==> src/hdl/tag_table_scan_engine_top_defines.svh <==
// Assertion macros shared by the tag table scan engine.
`ifndef TAG_TABLE_SCAN_ENGINE_TOP_DEFINES_SVH
`define TAG_TABLE_SCAN_ENGINE_TOP_DEFINES_SVH

// Condition must hold at every clock edge out of reset.
`define TTS_ASSERT_ALWAYS(lbl, clk, rst_n, cond) \
    lbl: assert property (@(posedge clk) disable iff (!rst_n) (cond)) \
        else $error("tag table check failed");

// Consequent must hold in the same cycle as the antecedent.
`define TTS_ASSERT_IMP(lbl, clk, rst_n, ante, cons) \
    lbl: assert property (@(posedge clk) disable iff (!rst_n) (ante) |-> (cons)) \
        else $error("tag table check failed");

`endif

==> src/hdl/tts_pkg.sv <==
// Types, codes and image constants of the tag table scan engine.
package tts_pkg;

    localparam int unsigned ACT_W      = 2;
    localparam int unsigned APB_ADDR_W = 5;
    localparam int unsigned APB_DATA_W = 32;
    localparam int unsigned REG_IDX_W  = 3;

    localparam logic [ACT_W-1:0] ACT_RELOAD = 2'd0;
    localparam logic [ACT_W-1:0] ACT_ACCESS = 2'd1;
    localparam logic [ACT_W-1:0] ACT_RESP   = 2'd2;
    localparam logic [ACT_W-1:0] ACT_SCAN   = 2'd3;

    localparam logic KIND_REPLY = 1'b0;
    localparam logic KIND_POLL  = 1'b1;

    localparam logic IMG_MASTER = 1'b0;
    localparam logic IMG_SLAVE  = 1'b1;

    localparam logic [REG_IDX_W-1:0] REG_STATUS_TAG    = 3'd0;
    localparam logic [REG_IDX_W-1:0] REG_EMPTY_VALUE   = 3'd1;
    localparam logic [REG_IDX_W-1:0] REG_MISSING_VALUE = 3'd2;
    localparam logic [REG_IDX_W-1:0] REG_MASTER_STATUS = 3'd3;
    localparam logic [REG_IDX_W-1:0] REG_SLAVE_STATUS  = 3'd4;
    localparam logic [REG_IDX_W-1:0] REG_INITIAL_IMAGE = 3'd5;

    localparam logic [7:0] POLL_TAG_BASE = 8'd80;
    localparam logic [7:0] POLL_DEVICE   = 8'd8;
    localparam logic [1:0] POLL_POINTS   = 2'd3;

    localparam int unsigned IMG_MASTER_SIZE = 4;
    localparam int unsigned IMG_SLAVE_SIZE  = 1;

    typedef struct packed {
        logic [7:0]         status_tag;
        logic signed [15:0] empty_value;
        logic signed [15:0] missing_value;
        logic signed [15:0] master_status;
        logic signed [15:0] slave_status;
        logic               initial_image;
    } t_cfg;

    localparam t_cfg CFG_RESET = '{
        status_tag:    8'd255,
        empty_value:   -16'sd1,
        missing_value: -16'sd2,
        master_status: 16'sd0,
        slave_status:  16'sd3,
        initial_image: IMG_MASTER
    };

    typedef struct packed {
        logic [7:0]         tag;
        logic [7:0]         device;
        logic [7:0]         address;
        logic signed [15:0] value;
    } t_entry;

    localparam int unsigned ENTRY_W = $bits(t_entry);

    typedef struct packed {
        logic [ACT_W-1:0]   action;
        logic               image_select;
        logic [7:0]         tag;
        logic               is_write;
        logic [7:0]         device;
        logic [7:0]         address;
        logic signed [15:0] value;
    } t_req;

    typedef struct packed {
        logic               kind;
        logic [7:0]         reply_tag;
        logic signed [15:0] reply_value;
        logic [7:0]         poll_device;
        logic [7:0]         poll_address;
    } t_rsp;

    // Entry k of the master or slave image.
    function automatic t_entry image_entry(input logic slave, input logic [1:0] k,
                                           input t_cfg c);
        t_entry e;
        e.tag     = c.status_tag;
        e.device  = 8'd0;
        e.address = 8'd0;
        e.value   = slave ? c.slave_status : c.master_status;
        if (!slave && (k != POLL_POINTS)) begin
            e.tag     = POLL_TAG_BASE + {6'd0, k};
            e.device  = POLL_DEVICE;
            e.address = POLL_TAG_BASE + {6'd0, k};
            e.value   = c.empty_value;
        end
        return e;
    endfunction

endpackage

==> src/hdl/tts_if.sv <==
// Request and response channel interfaces of the tag table scan engine.
interface tts_req_if import tts_pkg::*; ();
    logic               valid;
    logic               ready;
    logic [ACT_W-1:0]   action;
    logic               image_select;
    logic [7:0]         tag;
    logic               is_write;
    logic [7:0]         device;
    logic [7:0]         address;
    logic signed [15:0] value;

    modport source (output valid, action, image_select, tag, is_write, device, address,
                    value, input ready);
    modport sink (input valid, action, image_select, tag, is_write, device, address,
                  value, output ready);
endinterface

interface tts_rsp_if import tts_pkg::*; ();
    logic               valid;
    logic               ready;
    logic               kind;
    logic [7:0]         reply_tag;
    logic signed [15:0] reply_value;
    logic [7:0]         poll_device;
    logic [7:0]         poll_address;

    modport source (output valid, kind, reply_tag, reply_value, poll_device, poll_address,
                    input ready);
    modport sink (input valid, kind, reply_tag, reply_value, poll_device, poll_address,
                  output ready);
endinterface

==> src/hdl/tts_ram.sv <==
// Generic single-write, single-read RAM with registered read data.
module tts_ram #(
    parameter int unsigned WIDTH = 40,
    parameter int unsigned DEPTH = 8
) (
    input  logic                     i_clk,
    input  logic                     i_we,
    input  logic [$clog2(DEPTH)-1:0] i_waddr,
    input  logic [WIDTH-1:0]         i_wdata,
    input  logic [$clog2(DEPTH)-1:0] i_raddr,
    output logic [WIDTH-1:0]         o_rdata
);
    logic [WIDTH-1:0] r_mem [DEPTH];
    logic [WIDTH-1:0] r_rdata;

    always_ff @(posedge i_clk) begin
        if (i_we) begin
            r_mem[i_waddr] <= i_wdata;
        end
        r_rdata <= r_mem[i_raddr];
    end

    assign o_rdata = r_rdata;
endmodule

==> src/hdl/tts_cfg.sv <==
// APB register bank of the tag table scan engine.
module tts_cfg import tts_pkg::*; (
    input  logic                  i_clk,
    input  logic                  i_rst_n,
    input  logic                  psel,
    input  logic                  penable,
    input  logic                  pwrite,
    input  logic [APB_ADDR_W-1:0] paddr,
    input  logic [APB_DATA_W-1:0] pwdata,
    output logic [APB_DATA_W-1:0] prdata,
    output logic                  pready,
    output t_cfg                  o_cfg
);
    t_cfg                 r_cfg;
    logic [REG_IDX_W-1:0] w_idx;
    logic                 w_wr;

    assign w_idx  = paddr[APB_ADDR_W-1:2];
    assign w_wr   = psel & penable & pwrite;
    assign pready = 1'b1;
    assign o_cfg  = r_cfg;

    always_ff @(posedge i_clk) begin
        if (!i_rst_n) begin
            r_cfg <= CFG_RESET;
        end else if (w_wr) begin
            unique case (w_idx)
                REG_STATUS_TAG:    r_cfg.status_tag    <= pwdata[7:0];
                REG_EMPTY_VALUE:   r_cfg.empty_value   <= pwdata[15:0];
                REG_MISSING_VALUE: r_cfg.missing_value <= pwdata[15:0];
                REG_MASTER_STATUS: r_cfg.master_status <= pwdata[15:0];
                REG_SLAVE_STATUS:  r_cfg.slave_status  <= pwdata[15:0];
                REG_INITIAL_IMAGE: r_cfg.initial_image <= pwdata[0];
                default: ;
            endcase
        end
    end

    always_comb begin
        unique case (w_idx)
            REG_STATUS_TAG:    prdata = {24'd0, r_cfg.status_tag};
            REG_EMPTY_VALUE:   prdata = {16'd0, r_cfg.empty_value};
            REG_MISSING_VALUE: prdata = {16'd0, r_cfg.missing_value};
            REG_MASTER_STATUS: prdata = {16'd0, r_cfg.master_status};
            REG_SLAVE_STATUS:  prdata = {16'd0, r_cfg.slave_status};
            REG_INITIAL_IMAGE: prdata = {31'd0, r_cfg.initial_image};
            default:           prdata = '0;
        endcase
    end
endmodule

==> src/hdl/tag_table_scan_engine_top.sv <==
// Tag table scan engine: request channel in, reply/poll channel out, APB registers.
//
// Requests arrive on i_req (valid/ready); replies and poll requests leave on o_rsp.
// One request is worked at a time; i_req.ready is high only while the sequencer idles.
// The table sits in one RAM with a registered read; a single comparator walks it,
// entry by entry: read, then compare and optional write back.
// With n table entries in use (1 or 4): a reload writes the selected image,
// access and response walk up to n entries, and a read access posts a reply;
// a scan tick reads one entry and posts a poll unless it is the status entry.
// A result sits in an output register; the next request is taken while it waits.
// When o_rsp stalls and a second result is ready, the sequencer holds until the
// output register frees up.
// After reset the block writes the master image with reset register values,
// holding i_req.ready low meanwhile; APB writes are taken throughout.
// Registers live at byte address 4*i, written in the APB access cycle.
module tag_table_scan_engine_top import tts_pkg::*; #(
    parameter int unsigned TABLE_DEPTH = 8
) (
    input  logic                  i_clk,
    input  logic                  i_rst_n,
    tts_req_if.sink               i_req,
    tts_rsp_if.source             o_rsp,
    input  logic                  psel,
    input  logic                  penable,
    input  logic                  pwrite,
    input  logic [APB_ADDR_W-1:0] paddr,
    input  logic [APB_DATA_W-1:0] pwdata,
    output logic [APB_DATA_W-1:0] prdata,
    output logic                  pready
);
    `include "tag_table_scan_engine_top_defines.svh"

    localparam int unsigned IW = $clog2(TABLE_DEPTH);
    localparam int unsigned CW = $clog2(TABLE_DEPTH + 1);

    localparam logic [2:0] S_LOAD = 3'd0;
    localparam logic [2:0] S_IDLE = 3'd1;
    localparam logic [2:0] S_RD   = 3'd2;
    localparam logic [2:0] S_CMP  = 3'd3;
    localparam logic [2:0] S_POST = 3'd4;

    t_cfg w_cfg;
    t_cfg w_load_cfg;

    logic [2:0]    r_state, n_state;
    logic [IW-1:0] r_ptr, n_ptr;
    logic [IW-1:0] r_scan, n_scan;
    logic [CW-1:0] r_count, n_count;
    logic          r_img, n_img;
    logic          r_boot, n_boot;
    t_req          r_item, n_item;
    t_rsp          r_res, n_res;
    logic          r_out_valid, n_out_valid;
    t_rsp          r_out, n_out;

    logic          w_we;
    t_entry        w_wdata;
    logic [IW-1:0] w_raddr;
    t_entry        w_rdata;
    logic          w_last;
    logic          w_load_last;
    logic [CW-1:0] w_scan_inc;
    logic [IW-1:0] w_scan_next;
    logic          w_in_acc;
    logic          w_out_acc;

    tts_cfg u_cfg (
        .i_clk   (i_clk),
        .i_rst_n (i_rst_n),
        .psel    (psel),
        .penable (penable),
        .pwrite  (pwrite),
        .paddr   (paddr),
        .pwdata  (pwdata),
        .prdata  (prdata),
        .pready  (pready),
        .o_cfg   (w_cfg)
    );

    tts_ram #(
        .WIDTH (ENTRY_W),
        .DEPTH (TABLE_DEPTH)
    ) u_ram (
        .i_clk   (i_clk),
        .i_we    (w_we),
        .i_waddr (r_ptr),
        .i_wdata (w_wdata),
        .i_raddr (w_raddr),
        .o_rdata (w_rdata)
    );

    assign i_req.ready = (r_state == S_IDLE);
    assign w_in_acc    = i_req.valid & i_req.ready;
    assign w_out_acc   = o_rsp.valid & o_rsp.ready;

    assign o_rsp.valid        = r_out_valid;
    assign o_rsp.kind         = r_out.kind;
    assign o_rsp.reply_tag    = r_out.reply_tag;
    assign o_rsp.reply_value  = r_out.reply_value;
    assign o_rsp.poll_device  = r_out.poll_device;
    assign o_rsp.poll_address = r_out.poll_address;

    // Boot load uses reset values so early APB writes cannot leak into it.
    assign w_load_cfg  = r_boot ? CFG_RESET : w_cfg;
    assign w_last      = (CW'(r_ptr) == (r_count - CW'(1)));
    assign w_load_last = r_img ? (r_ptr[1:0] == 2'd0) : (r_ptr[1:0] == POLL_POINTS);
    assign w_scan_inc  = CW'(r_scan) + CW'(1);
    assign w_scan_next = (w_scan_inc >= r_count) ? '0 : w_scan_inc[IW-1:0];
    assign w_raddr     = r_ptr;

    always_comb begin
        n_state     = r_state;
        n_ptr       = r_ptr;
        n_scan      = r_scan;
        n_count     = r_count;
        n_img       = r_img;
        n_boot      = r_boot;
        n_item      = r_item;
        n_res       = r_res;
        n_out_valid = r_out_valid;
        n_out       = r_out;
        w_we        = 1'b0;
        w_wdata     = w_rdata;

        if (w_out_acc) begin
            n_out_valid = 1'b0;
        end

        unique case (r_state)
            S_LOAD: begin
                w_we    = 1'b1;
                w_wdata = image_entry(r_img, r_ptr[1:0], w_load_cfg);
                n_ptr   = r_ptr + IW'(1);
                if (w_load_last) begin
                    n_count = r_img ? CW'(IMG_SLAVE_SIZE) : CW'(IMG_MASTER_SIZE);
                    n_scan  = '0;
                    n_boot  = 1'b0;
                    n_state = S_IDLE;
                end
            end
            S_IDLE: begin
                if (w_in_acc) begin
                    n_item.action       = i_req.action;
                    n_item.image_select = i_req.image_select;
                    n_item.tag          = i_req.tag;
                    n_item.is_write     = i_req.is_write;
                    n_item.device       = i_req.device;
                    n_item.address      = i_req.address;
                    n_item.value        = i_req.value;
                    n_ptr               = '0;
                    unique case (i_req.action)
                        ACT_RELOAD: begin
                            n_img   = i_req.image_select;
                            n_state = S_LOAD;
                        end
                        ACT_ACCESS, ACT_RESP: n_state = S_RD;
                        ACT_SCAN: begin
                            n_scan  = w_scan_next;
                            n_ptr   = w_scan_next;
                            n_state = S_RD;
                        end
                        default: n_state = S_IDLE;
                    endcase
                end
            end
            S_RD: n_state = S_CMP;
            S_CMP: begin
                n_res = '0;
                unique case (r_item.action)
                    ACT_ACCESS: begin
                        if (w_rdata.tag == r_item.tag && !r_item.is_write) begin
                            n_res.kind        = KIND_REPLY;
                            n_res.reply_tag   = r_item.tag;
                            n_res.reply_value = w_rdata.value;
                            n_state           = S_POST;
                        end else begin
                            if (w_rdata.tag == r_item.tag) begin
                                w_we          = 1'b1;
                                w_wdata.value = r_item.value;
                            end
                            if (w_last) begin
                                if (r_item.is_write) begin
                                    n_state = S_IDLE;
                                end else begin
                                    n_res.kind        = KIND_REPLY;
                                    n_res.reply_tag   = r_item.tag;
                                    n_res.reply_value = w_cfg.missing_value;
                                    n_state           = S_POST;
                                end
                            end else begin
                                n_ptr   = r_ptr + IW'(1);
                                n_state = S_RD;
                            end
                        end
                    end
                    ACT_RESP: begin
                        if (w_rdata.device == r_item.device &&
                            w_rdata.address == r_item.address &&
                            w_rdata.tag != w_cfg.status_tag) begin
                            w_we          = 1'b1;
                            w_wdata.value = r_item.value;
                        end
                        if (w_last) begin
                            n_state = S_IDLE;
                        end else begin
                            n_ptr   = r_ptr + IW'(1);
                            n_state = S_RD;
                        end
                    end
                    ACT_SCAN: begin
                        // Skip the status entry; the index has already moved.
                        if (w_rdata.tag != w_cfg.status_tag) begin
                            n_res.kind         = KIND_POLL;
                            n_res.poll_device  = w_rdata.device;
                            n_res.poll_address = w_rdata.address;
                            n_state            = S_POST;
                        end else begin
                            n_state = S_IDLE;
                        end
                    end
                    default: n_state = S_IDLE;
                endcase
            end
            S_POST: begin
                // Hold until the output register is free or drains this cycle.
                if (!r_out_valid || o_rsp.ready) begin
                    n_out_valid = 1'b1;
                    n_out       = r_res;
                    n_state     = S_IDLE;
                end
            end
            default: n_state = S_IDLE;
        endcase
    end

    always_ff @(posedge i_clk) begin
        if (!i_rst_n) begin
            r_state     <= S_LOAD;
            r_ptr       <= '0;
            r_scan      <= '0;
            r_count     <= CW'(IMG_MASTER_SIZE);
            r_img       <= IMG_MASTER;
            r_boot      <= 1'b1;
            r_out_valid <= 1'b0;
        end else begin
            r_state     <= n_state;
            r_ptr       <= n_ptr;
            r_scan      <= n_scan;
            r_count     <= n_count;
            r_img       <= n_img;
            r_boot      <= n_boot;
            r_out_valid <= n_out_valid;
        end
    end

    always_ff @(posedge i_clk) begin
        r_item <= n_item;
        r_res  <= n_res;
        r_out  <= n_out;
    end

    `TTS_ASSERT_ALWAYS(a_count_image, i_clk, i_rst_n,
        r_count == CW'(IMG_MASTER_SIZE) || r_count == CW'(IMG_SLAVE_SIZE))
    `TTS_ASSERT_ALWAYS(a_scan_in_range, i_clk, i_rst_n, CW'(r_scan) < r_count)
    `TTS_ASSERT_IMP(a_walk_in_range, i_clk, i_rst_n,
        r_state == S_RD || r_state == S_CMP, CW'(r_ptr) < r_count)
endmodule
==> src/flat_wrapper.sv <==
// flat-port wrapper written by rule: the top's interface ports become plain ports
module tag_table_scan_engine_top_flat import tts_pkg::*;
#(
    parameter int unsigned TABLE_DEPTH = 8
)
  (i_clk, i_rst_n, psel, penable, pwrite, paddr, pwdata, prdata, pready, i_req_valid, i_req_action, i_req_image_select, i_req_tag, i_req_is_write, i_req_device, i_req_address, i_req_value, i_req_ready, o_rsp_valid, o_rsp_kind, o_rsp_reply_tag, o_rsp_reply_value, o_rsp_poll_device, o_rsp_poll_address, o_rsp_ready);
  tts_req_if i_req_i ();
  tts_rsp_if o_rsp_i ();
  input  logic i_clk;
  input  logic i_rst_n;
  input  logic psel;
  input  logic penable;
  input  logic pwrite;
  input  logic [APB_ADDR_W-1:0] paddr;
  input  logic [APB_DATA_W-1:0] pwdata;
  output logic [APB_DATA_W-1:0] prdata;
  output logic pready;
  input wire logic [$bits(i_req_i.valid)-1:0] i_req_valid;
  input wire logic [$bits(i_req_i.action)-1:0] i_req_action;
  input wire logic [$bits(i_req_i.image_select)-1:0] i_req_image_select;
  input wire logic [$bits(i_req_i.tag)-1:0] i_req_tag;
  input wire logic [$bits(i_req_i.is_write)-1:0] i_req_is_write;
  input wire logic [$bits(i_req_i.device)-1:0] i_req_device;
  input wire logic [$bits(i_req_i.address)-1:0] i_req_address;
  input wire logic [$bits(i_req_i.value)-1:0] i_req_value;
  output wire logic [$bits(i_req_i.ready)-1:0] i_req_ready;
  output wire logic [$bits(o_rsp_i.valid)-1:0] o_rsp_valid;
  output wire logic [$bits(o_rsp_i.kind)-1:0] o_rsp_kind;
  output wire logic [$bits(o_rsp_i.reply_tag)-1:0] o_rsp_reply_tag;
  output wire logic [$bits(o_rsp_i.reply_value)-1:0] o_rsp_reply_value;
  output wire logic [$bits(o_rsp_i.poll_device)-1:0] o_rsp_poll_device;
  output wire logic [$bits(o_rsp_i.poll_address)-1:0] o_rsp_poll_address;
  input wire logic [$bits(o_rsp_i.ready)-1:0] o_rsp_ready;
  assign i_req_i.valid = i_req_valid;
  assign i_req_i.action = i_req_action;
  assign i_req_i.image_select = i_req_image_select;
  assign i_req_i.tag = i_req_tag;
  assign i_req_i.is_write = i_req_is_write;
  assign i_req_i.device = i_req_device;
  assign i_req_i.address = i_req_address;
  assign i_req_i.value = i_req_value;
  assign i_req_ready = i_req_i.ready;
  assign o_rsp_valid = o_rsp_i.valid;
  assign o_rsp_kind = o_rsp_i.kind;
  assign o_rsp_reply_tag = o_rsp_i.reply_tag;
  assign o_rsp_reply_value = o_rsp_i.reply_value;
  assign o_rsp_poll_device = o_rsp_i.poll_device;
  assign o_rsp_poll_address = o_rsp_i.poll_address;
  assign o_rsp_i.ready = o_rsp_ready;
  tag_table_scan_engine_top #(.TABLE_DEPTH(TABLE_DEPTH)) u_core (.i_clk(i_clk), .i_rst_n(i_rst_n), .i_req(i_req_i), .o_rsp(o_rsp_i), .psel(psel), .penable(penable), .pwrite(pwrite), .paddr(paddr), .pwdata(pwdata), .prdata(prdata), .pready(pready));
endmodule
==> config.mk <==
export PLATFORM = sky130hd
export DESIGN_NAME = tag_table_scan_engine_top_flat
export DESIGN_NICKNAME = d
export VERILOG_FILES = /design/src/hdl/tts_pkg.sv /design/src/hdl/tts_if.sv /design/src/hdl/tts_ram.sv /design/src/hdl/tts_cfg.sv /design/src/hdl/tag_table_scan_engine_top.sv /design/src/flat_wrapper.sv
export VERILOG_INCLUDE_DIRS = /design/src /design/src/hdl
export SDC_FILE = /design/constraint.sdc
export NUM_CORES = 1
export LEC_CHECK = 0
export ABC_CLOCK_PERIOD_IN_PS = 15000
export BUFFER_PORTS_ARGS = -buffer_cell sky130_fd_sc_hd__buf_4
export CAP_MARGIN = 20
export CORE_MARGIN = 10
export CORE_UTILIZATION = 39
export CTS_BUF_LIST = sky130_fd_sc_hd__clkbuf_8
export CTS_CLUSTER_DIAMETER = 150
export CTS_CLUSTER_SIZE = 16
export DETAILED_ROUTE_END_ITERATION = 8
export SYNTH_ARGS = -nofsm -noshare
export SYNTH_HDL_FRONTEND = slang
export SYNTH_SLANG_ARGS = --single-unit
==> constraint.sdc <==
create_clock -name i_clk -period 15 [get_ports i_clk]
set_input_delay 1.5 -clock i_clk [delete_from_list [all_inputs] [get_ports i_clk]]
set_output_delay 1.5 -clock i_clk [all_outputs]
set_load 0.02 [all_outputs]
==> After elaboration in Yosys (flattened, before gate mapping) <==
Memory sizes are Yosys's and may differ from the RTL's. A register that Yosys moved wholly into a read port is not among the register bits.
Index checks and enable logic that the tools add are counted.
{ "word_totals": {"reg_bits": 214, "memories": 1, "word_cells": 145, "out_inout_bits": 76, "ram_bits": 320, "in_bits": 88} }
{ "memory_table": {"columns": ["name", "words", "width", "read_ports", "rd_clocked_by_memory_dff", "write_ports", "line_no", "text"], "rows": [
  ["u_core.u_ram.r_mem", 8, 40, 1, 1, 1, "tts_ram.sv:13", "logic [WIDTH-1:0] r_mem [DEPTH];"]
]} }
{ "op_classes": {"eq_ne": 28, "reduce_logical": 29, "muxes": 49, "bitwise": 4, "n_addsub": 4, "n_lt_le_gt_ge": 1} }
{ "op_table": {"columns": ["op", "n"], "rows": [
  ["$pmux 16 s6", 1],
  ["$mux 73", 1],
  ["$mux 16", 4],
  ["$pmux 16 s2", 2],
  ["$mux 25", 2],
  ["$mux 24", 2],
  ["$mux 3", 16],
  ["$mux 40", 1],
  ["$eq 8x8->1", 3],
  ["$reduce_and 2->1", 10],
  ["$pmux 3 s2", 3],
  ["$pmux 3 s3", 2],
  ["$pmux 3 s5", 1],
  ["$eq 3x2->1 const B", 4],
  ["$eq 2x2->1 const B", 5],
  ["$mux 1", 10],
  ["$eq 3x3->1 const B", 3],
  ["$add 7x2->8 const A", 1],
  ["$ne 8x8->1", 1],
  ["$reduce_and 4->1", 2],
  ["$eq 3x1->1 const B", 2],
  ["$logic_not 3->1", 2],
  ["$ne 2x2->1 const B", 3],
  ["$ne 3x3->1 const B", 2],
  ["18 further kinds", 32]
]} }

==> Depth between registers and ports, before layout <==
{ "depth": {"word_depth": 8, "mapped_depth": 10, "depth_no_buf": 8} }

==> Modules after synthesis <==
Synthesis repeated with hierarchy kept, for this count alone.
{ "hier_totals": {"cells_unflattened": 1453, "area_unflattened_um2": 23268.6} }
{ "modules_own_cells": {"columns": ["module", "instances", "cells_per_inst", "seq_area_each_um2", "area_per_inst_um2"], "rows": [
  ["tts_ram", 1, 515, 10410.0, 13171.4],
  ["tag_table_scan_engine_top", 1, 529, 4033.9, 6488.7],
  ["tts_cfg", 1, 409, 1461.4, 3608.5]
]} }

==> Worst setup path before layout <==
No wires, ideal clock.
{ "synth_path": {"kind": "flip-flop to flip-flop", "start": "register u_core.r_item[39] in the netlist's numbering", "end": "memory u_core.u_ram.r_mem[5][0], enable pin", "setup_slack_ps": 10303, "stages_incl_launch_ff": 7, "required_time_ps": 14513, "setup_ps": 487, "synth_period_minus_slack_ps": 4697, "t_arrival_ps": 4210, "path_cell_list": "edfxtp_1 xnor2_1 nand4_1 or3_1 o21ai_0 o21ai_1 nor3_1"} }
{ "synth_between": {"elab_chain_len": 7} }
{ "synth_lines": {"columns": ["item", "line_no", "text"], "rows": [
  ["from (decl)", "tag_table_scan_engine_top.sv:51", "t_req r_item, n_item;"],
  ["from (signal assigned)", "tag_table_scan_engine_top.sv:257", "r_item <= n_item;"],
  ["$eq 8x8->1 *", "tag_table_scan_engine_top.sv:171, tag_table_scan_engine_top.sv:177", null],
  ["$mux 1 / $logic_and 1x1->1 (equally long branches)", "tag_table_scan_engine_top.sv:177, tag_table_scan_engine_top.sv:171", null],
  ["$mux 1 *", "tag_table_scan_engine_top.sv:171", "if (w_rdata.tag == r_item.tag && !r_item.is_write) begin"],
  ["$pmux 1 s2 *", "tag_table_scan_engine_top.sv:169", "unique case (r_item.action)"],
  ["$pmux 1 s2 *", "tag_table_scan_engine_top.sv:129", "unique case (r_state)"],
  ["$mux 1 *", "tts_ram.sv:17", "if (i_we) begin"],
  ["$mux 1 (implied by the code) *", "tts_ram.sv:18", "r_mem[i_waddr] <= i_wdata;"],
  ["to (decl)", "tts_ram.sv:13", null]
]} }
Mark *: on every way between the ends. The rest lies on a longest branch, timed or not.

==> Final worst setup path <==
{ "layout_path": {"start": "input port paddr[3]", "end": "output port prdata[11]"} }
{ "layout_between": {"elab_chain_len": 2} }
{ "layout_lines": {"columns": ["item", "line_no", "text"], "rows": [
  ["from (decl)", "flat_wrapper.sv:14", "input logic [APB_ADDR_W-1:0] paddr;"],
  ["$eq 3x3->1, or another cell as far along", "tts_cfg.sv:40", "unique case (w_idx)"],
  ["$pmux 16 s6 *", "tts_cfg.sv:40", null],
  ["to (decl)", "flat_wrapper.sv:16", "output logic [APB_DATA_W-1:0] prdata;"]
]} }
Marked as above.

==> qor.txt <==
Area leader, netlist - edfxtp_1
Grt ovf - 0
Reg-to-Reg Start - u_core.r_ptr[1]$_SDFFE_PN0P_
Clk Latency, worst-skew pair - 0.64 ns
Max cap viols - 0
Mapped Cells - 1671
Hold WS - 0.413 ns
Setup tns final - 0 ns
Clock tree sinks - 572
M1 GR Usage - 23.5%
Top delay family on crit path - simple AND/OR/NAND/NOR gates
Seq/Total Area, Yosys - 70.9%
Tcrit/Tclk final - 32.4%
Final Wtd Congestion - 0.874
Synth warnings - 0
CTS tree - yes
H-tree Lvls - 2
Die Height - 260 um
Post-Syn Area - 22400 sq um
P per Cell Area - 174 nW/um^2
1st-iter DRT viols - 1290
Vias post-DR - 14600
Worst hold stages - 0
Initial core utilization - 39.5%
Top post-synthesis cells by count - 445 x edfxtp_1, 200 x nand2_1, 192 x a22oi_1
Hpwl dp - 35.5 mm
Async set-reset flop share out of synthesis - 0%
Leak - 8.26 nW
DR WL/cell - 23.8 um
CP Cell Sequence - buf_4, nor2b_1, a22oi_1, o22ai_1, buf_4
Netlist cell types - 54
Std-Cell Rows - 87
Layout Nets - 1864
Worst Setup Path Type - input pin to output pin
Hold crit path type - flip-flop to flip-flop
CP most frequent cell - buf_4
Peak supply drop - 0.116 mV
Critical Path Source Type - input pin
Seq cells post-synth - 572
First-pass GRT wire length - 90.6 mm
Reg2reg end - u_core.u_ram.r_mem[3][10]$_DFFE_PP_
CTS Hold Bufs - 0
# port buffers - 128
Largest net degree at the start of global routing - 59
Crit path DAT - 3.37 ns
Die area - 67500 sq um
Hold path startpoint - u_core.r_res[5]$_SDFFCE_PP0P_
Top cell type's share of synthesized area - 59.6%
Post-Route WL - 60.8 mm
Vias in the first global route - 14200
Antenna viol nets, final - 0
Critical Path Max Stage Delay - 0.84 ns
First-pass DRT Iterations - 6
Post-cts resize count - 0
Post-synth EDFFs - 445
Worst Hold End - u_core.o_rsp.poll_address[5]$_DFFE_PP_
CP endpoint kind - output pin
Clk_skew - 0.0337 ns
CTS root buffer - clkbuf_8
Critical path's slowest cell - nor2b_1
WP data required - 13.50 ns
GRT met2 Usage - 28.8%
CTS max path bufs - 3
Syn Area/Cell - 13.4 sq um
Worst slew pin tran - 1.06 ns
Status - finished clean
Vias/cell - 5.69
Overall Global Routing Usage - 17.5%
Most common cell in the netlist - edfxtp_1
Unrepaired setup endpoints after global routing - false
Crit path time final - 4.87 ns
Final setup vio count - 0
Maximum clock frequency - 205 MHz
Largest cells by area after synthesis - edfxtp_1 60%, dfxtp_1 11%, a22oi_1 6.4%
Ports - 164
Endpoints failing hold - 0
Total CTS buffers - 41
Maximum fanout along the worst path - 33
Area Overhead vs Synth - 11.3%
M3 GR Usage - 3.02%
Fraction of layout cells with a size suffix above 1 - 13.2%
Max transition margin - 29.1%
Synth Flop Type - edfxtp_1
Gr busiest metal - met2
Core area - 56700 sq um
Total power - 0.00435 W
Final Max Tran Viols - 0
Post-CTS Setup Bufs - 0
Initial antenna violation count - 1
Buf+Inv Stages, Crit Path - 2
R2R depth - 7
# DRC - 0
Horiz. Die Dim - 260 um
Clock-pin slew on the worst setup and hold paths - 0.11 ns
R2r setup slk - 10.88 ns
## report_power, final
| part | internal [W] | leakage, nW | switching, W |
|---|---|---|---|
| Clock | 0.000286 | 0.489 | 0.000490 |
| Sequential | 0.00223 | 5.03 | 0.000179 |
| Combinational | 0.000337 | 2.74 | 0.000830 |
| Total | 0.00285 | 8.26 | 0.00150 |
## kinds of logic (layout without fill, tap and decap cells)
logic type                 count (synthesis)  count (layout)  synth area share, %
DFF                                      572             572                 70.9
and+or+nand+nor                          459             459                 9.80
AOI/OAI and AO/OA                        417             417                 12.9
buffers and inverters                    143             256                 2.83
xor gates and xnor gates                  34              34                 1.33
muxes                                     34              34                 1.61
adders and majority gates                 10              10                0.558
other                                      2              18               0.0335
## stage by stage
step	util, %	setup slack (ns)	instances	cell area, sq um
after floorplan	-	10.30	1686	22500
after global placement	42.7	10.16	2478	24200
after detailed placement	42.7	10.16	2478	24200
after CTS	44.0	10.16	2554	24900
after global routing	44.0	9.99	2556	25000
final	44.0	10.13	2556	25000
## worst register-to-register path, stage by stage, from the launching register on
cell	delay (ns)
dfxtp_1	0.49
ha_1	0.46
nor2_1	0.55
nand2_1	0.80
o22ai_1	0.53
a21oi_1	0.16
o2111a_1	0.18
a22oi_1	0.62
## sequential cells by signal, summed over array words and instances (netlist names)
register                   cells
u_core.o_rsp.kind              1
u_core.o_rsp.poll_address      8
u_core.o_rsp.poll_device       8
u_core.o_rsp.reply_tag         8
u_core.o_rsp.reply_value      16
u_core.o_rsp.valid             1
u_core.r_boot                  1
u_core.r_count                 2
u_core.r_img                   1
u_core.r_item                 43
u_core.r_ptr                   3
u_core.r_res                  41
u_core.r_scan                  3
u_core.r_state                 3
u_core.u_cfg.o_cfg            73
u_core.u_ram.o_rdata          40
u_core.u_ram.r_mem           320
## final cells by class
cell class,instances,area (sq um)
sequential,572,15900
fill,5118,31800
multi-input combinational,971,6070
clock buffer,43,592
clock inverter,33,154
antenna,1,2.50
tap,756,946
timing repair buffer,163,1220
inverter,17,63.8
## how the worst max path moves through the flow
| stage | depth (start not counted) | slack (ns) | startpoint | to |
|---|---|---|---|---|
| 6_report | 5 | 10.13 | paddr[3] | prdata[11] |
| 5_1_grt | 5 | 9.99 | paddr[3] | prdata[11] |
| 4_1_cts | 5 | 10.16 | paddr[3] | prdata[11] |
| 3_5_place_dp | 5 | 10.16 | paddr[3] | prdata[11] |
| 3_3_place_gp | 5 | 10.16 | paddr[3] | prdata[11] |
| 2_1_floorplan | 6 | 10.30 | u_core.r_item[39]$_DFFE_PP_ | u_core.u_ram.r_mem[5][0]$_DFFE_PP_ |
## metal layers
layer | vias to the layer above | wire length [um]
met5 | - | 0
met2 | 615 | 29200
met3 | 81 | 4610
met1 | 7339 | 25800
met4 | 0 | 1200
li1 | 6521 | -
## cells in the final DEF, fill, tap and decap left out, types with 43 or more instances in the layout
cell,instances
a21oi_1,64
a22oi_1,192
buf_4,163
clkbuf_8,43
dfxtp_1,127
edfxtp_1,445
inv_1,45
nand2_1,200
nand3_1,61
nand4_1,46
o21ai_0,52
Note: power is estimated with default switching activity, not from simulation.
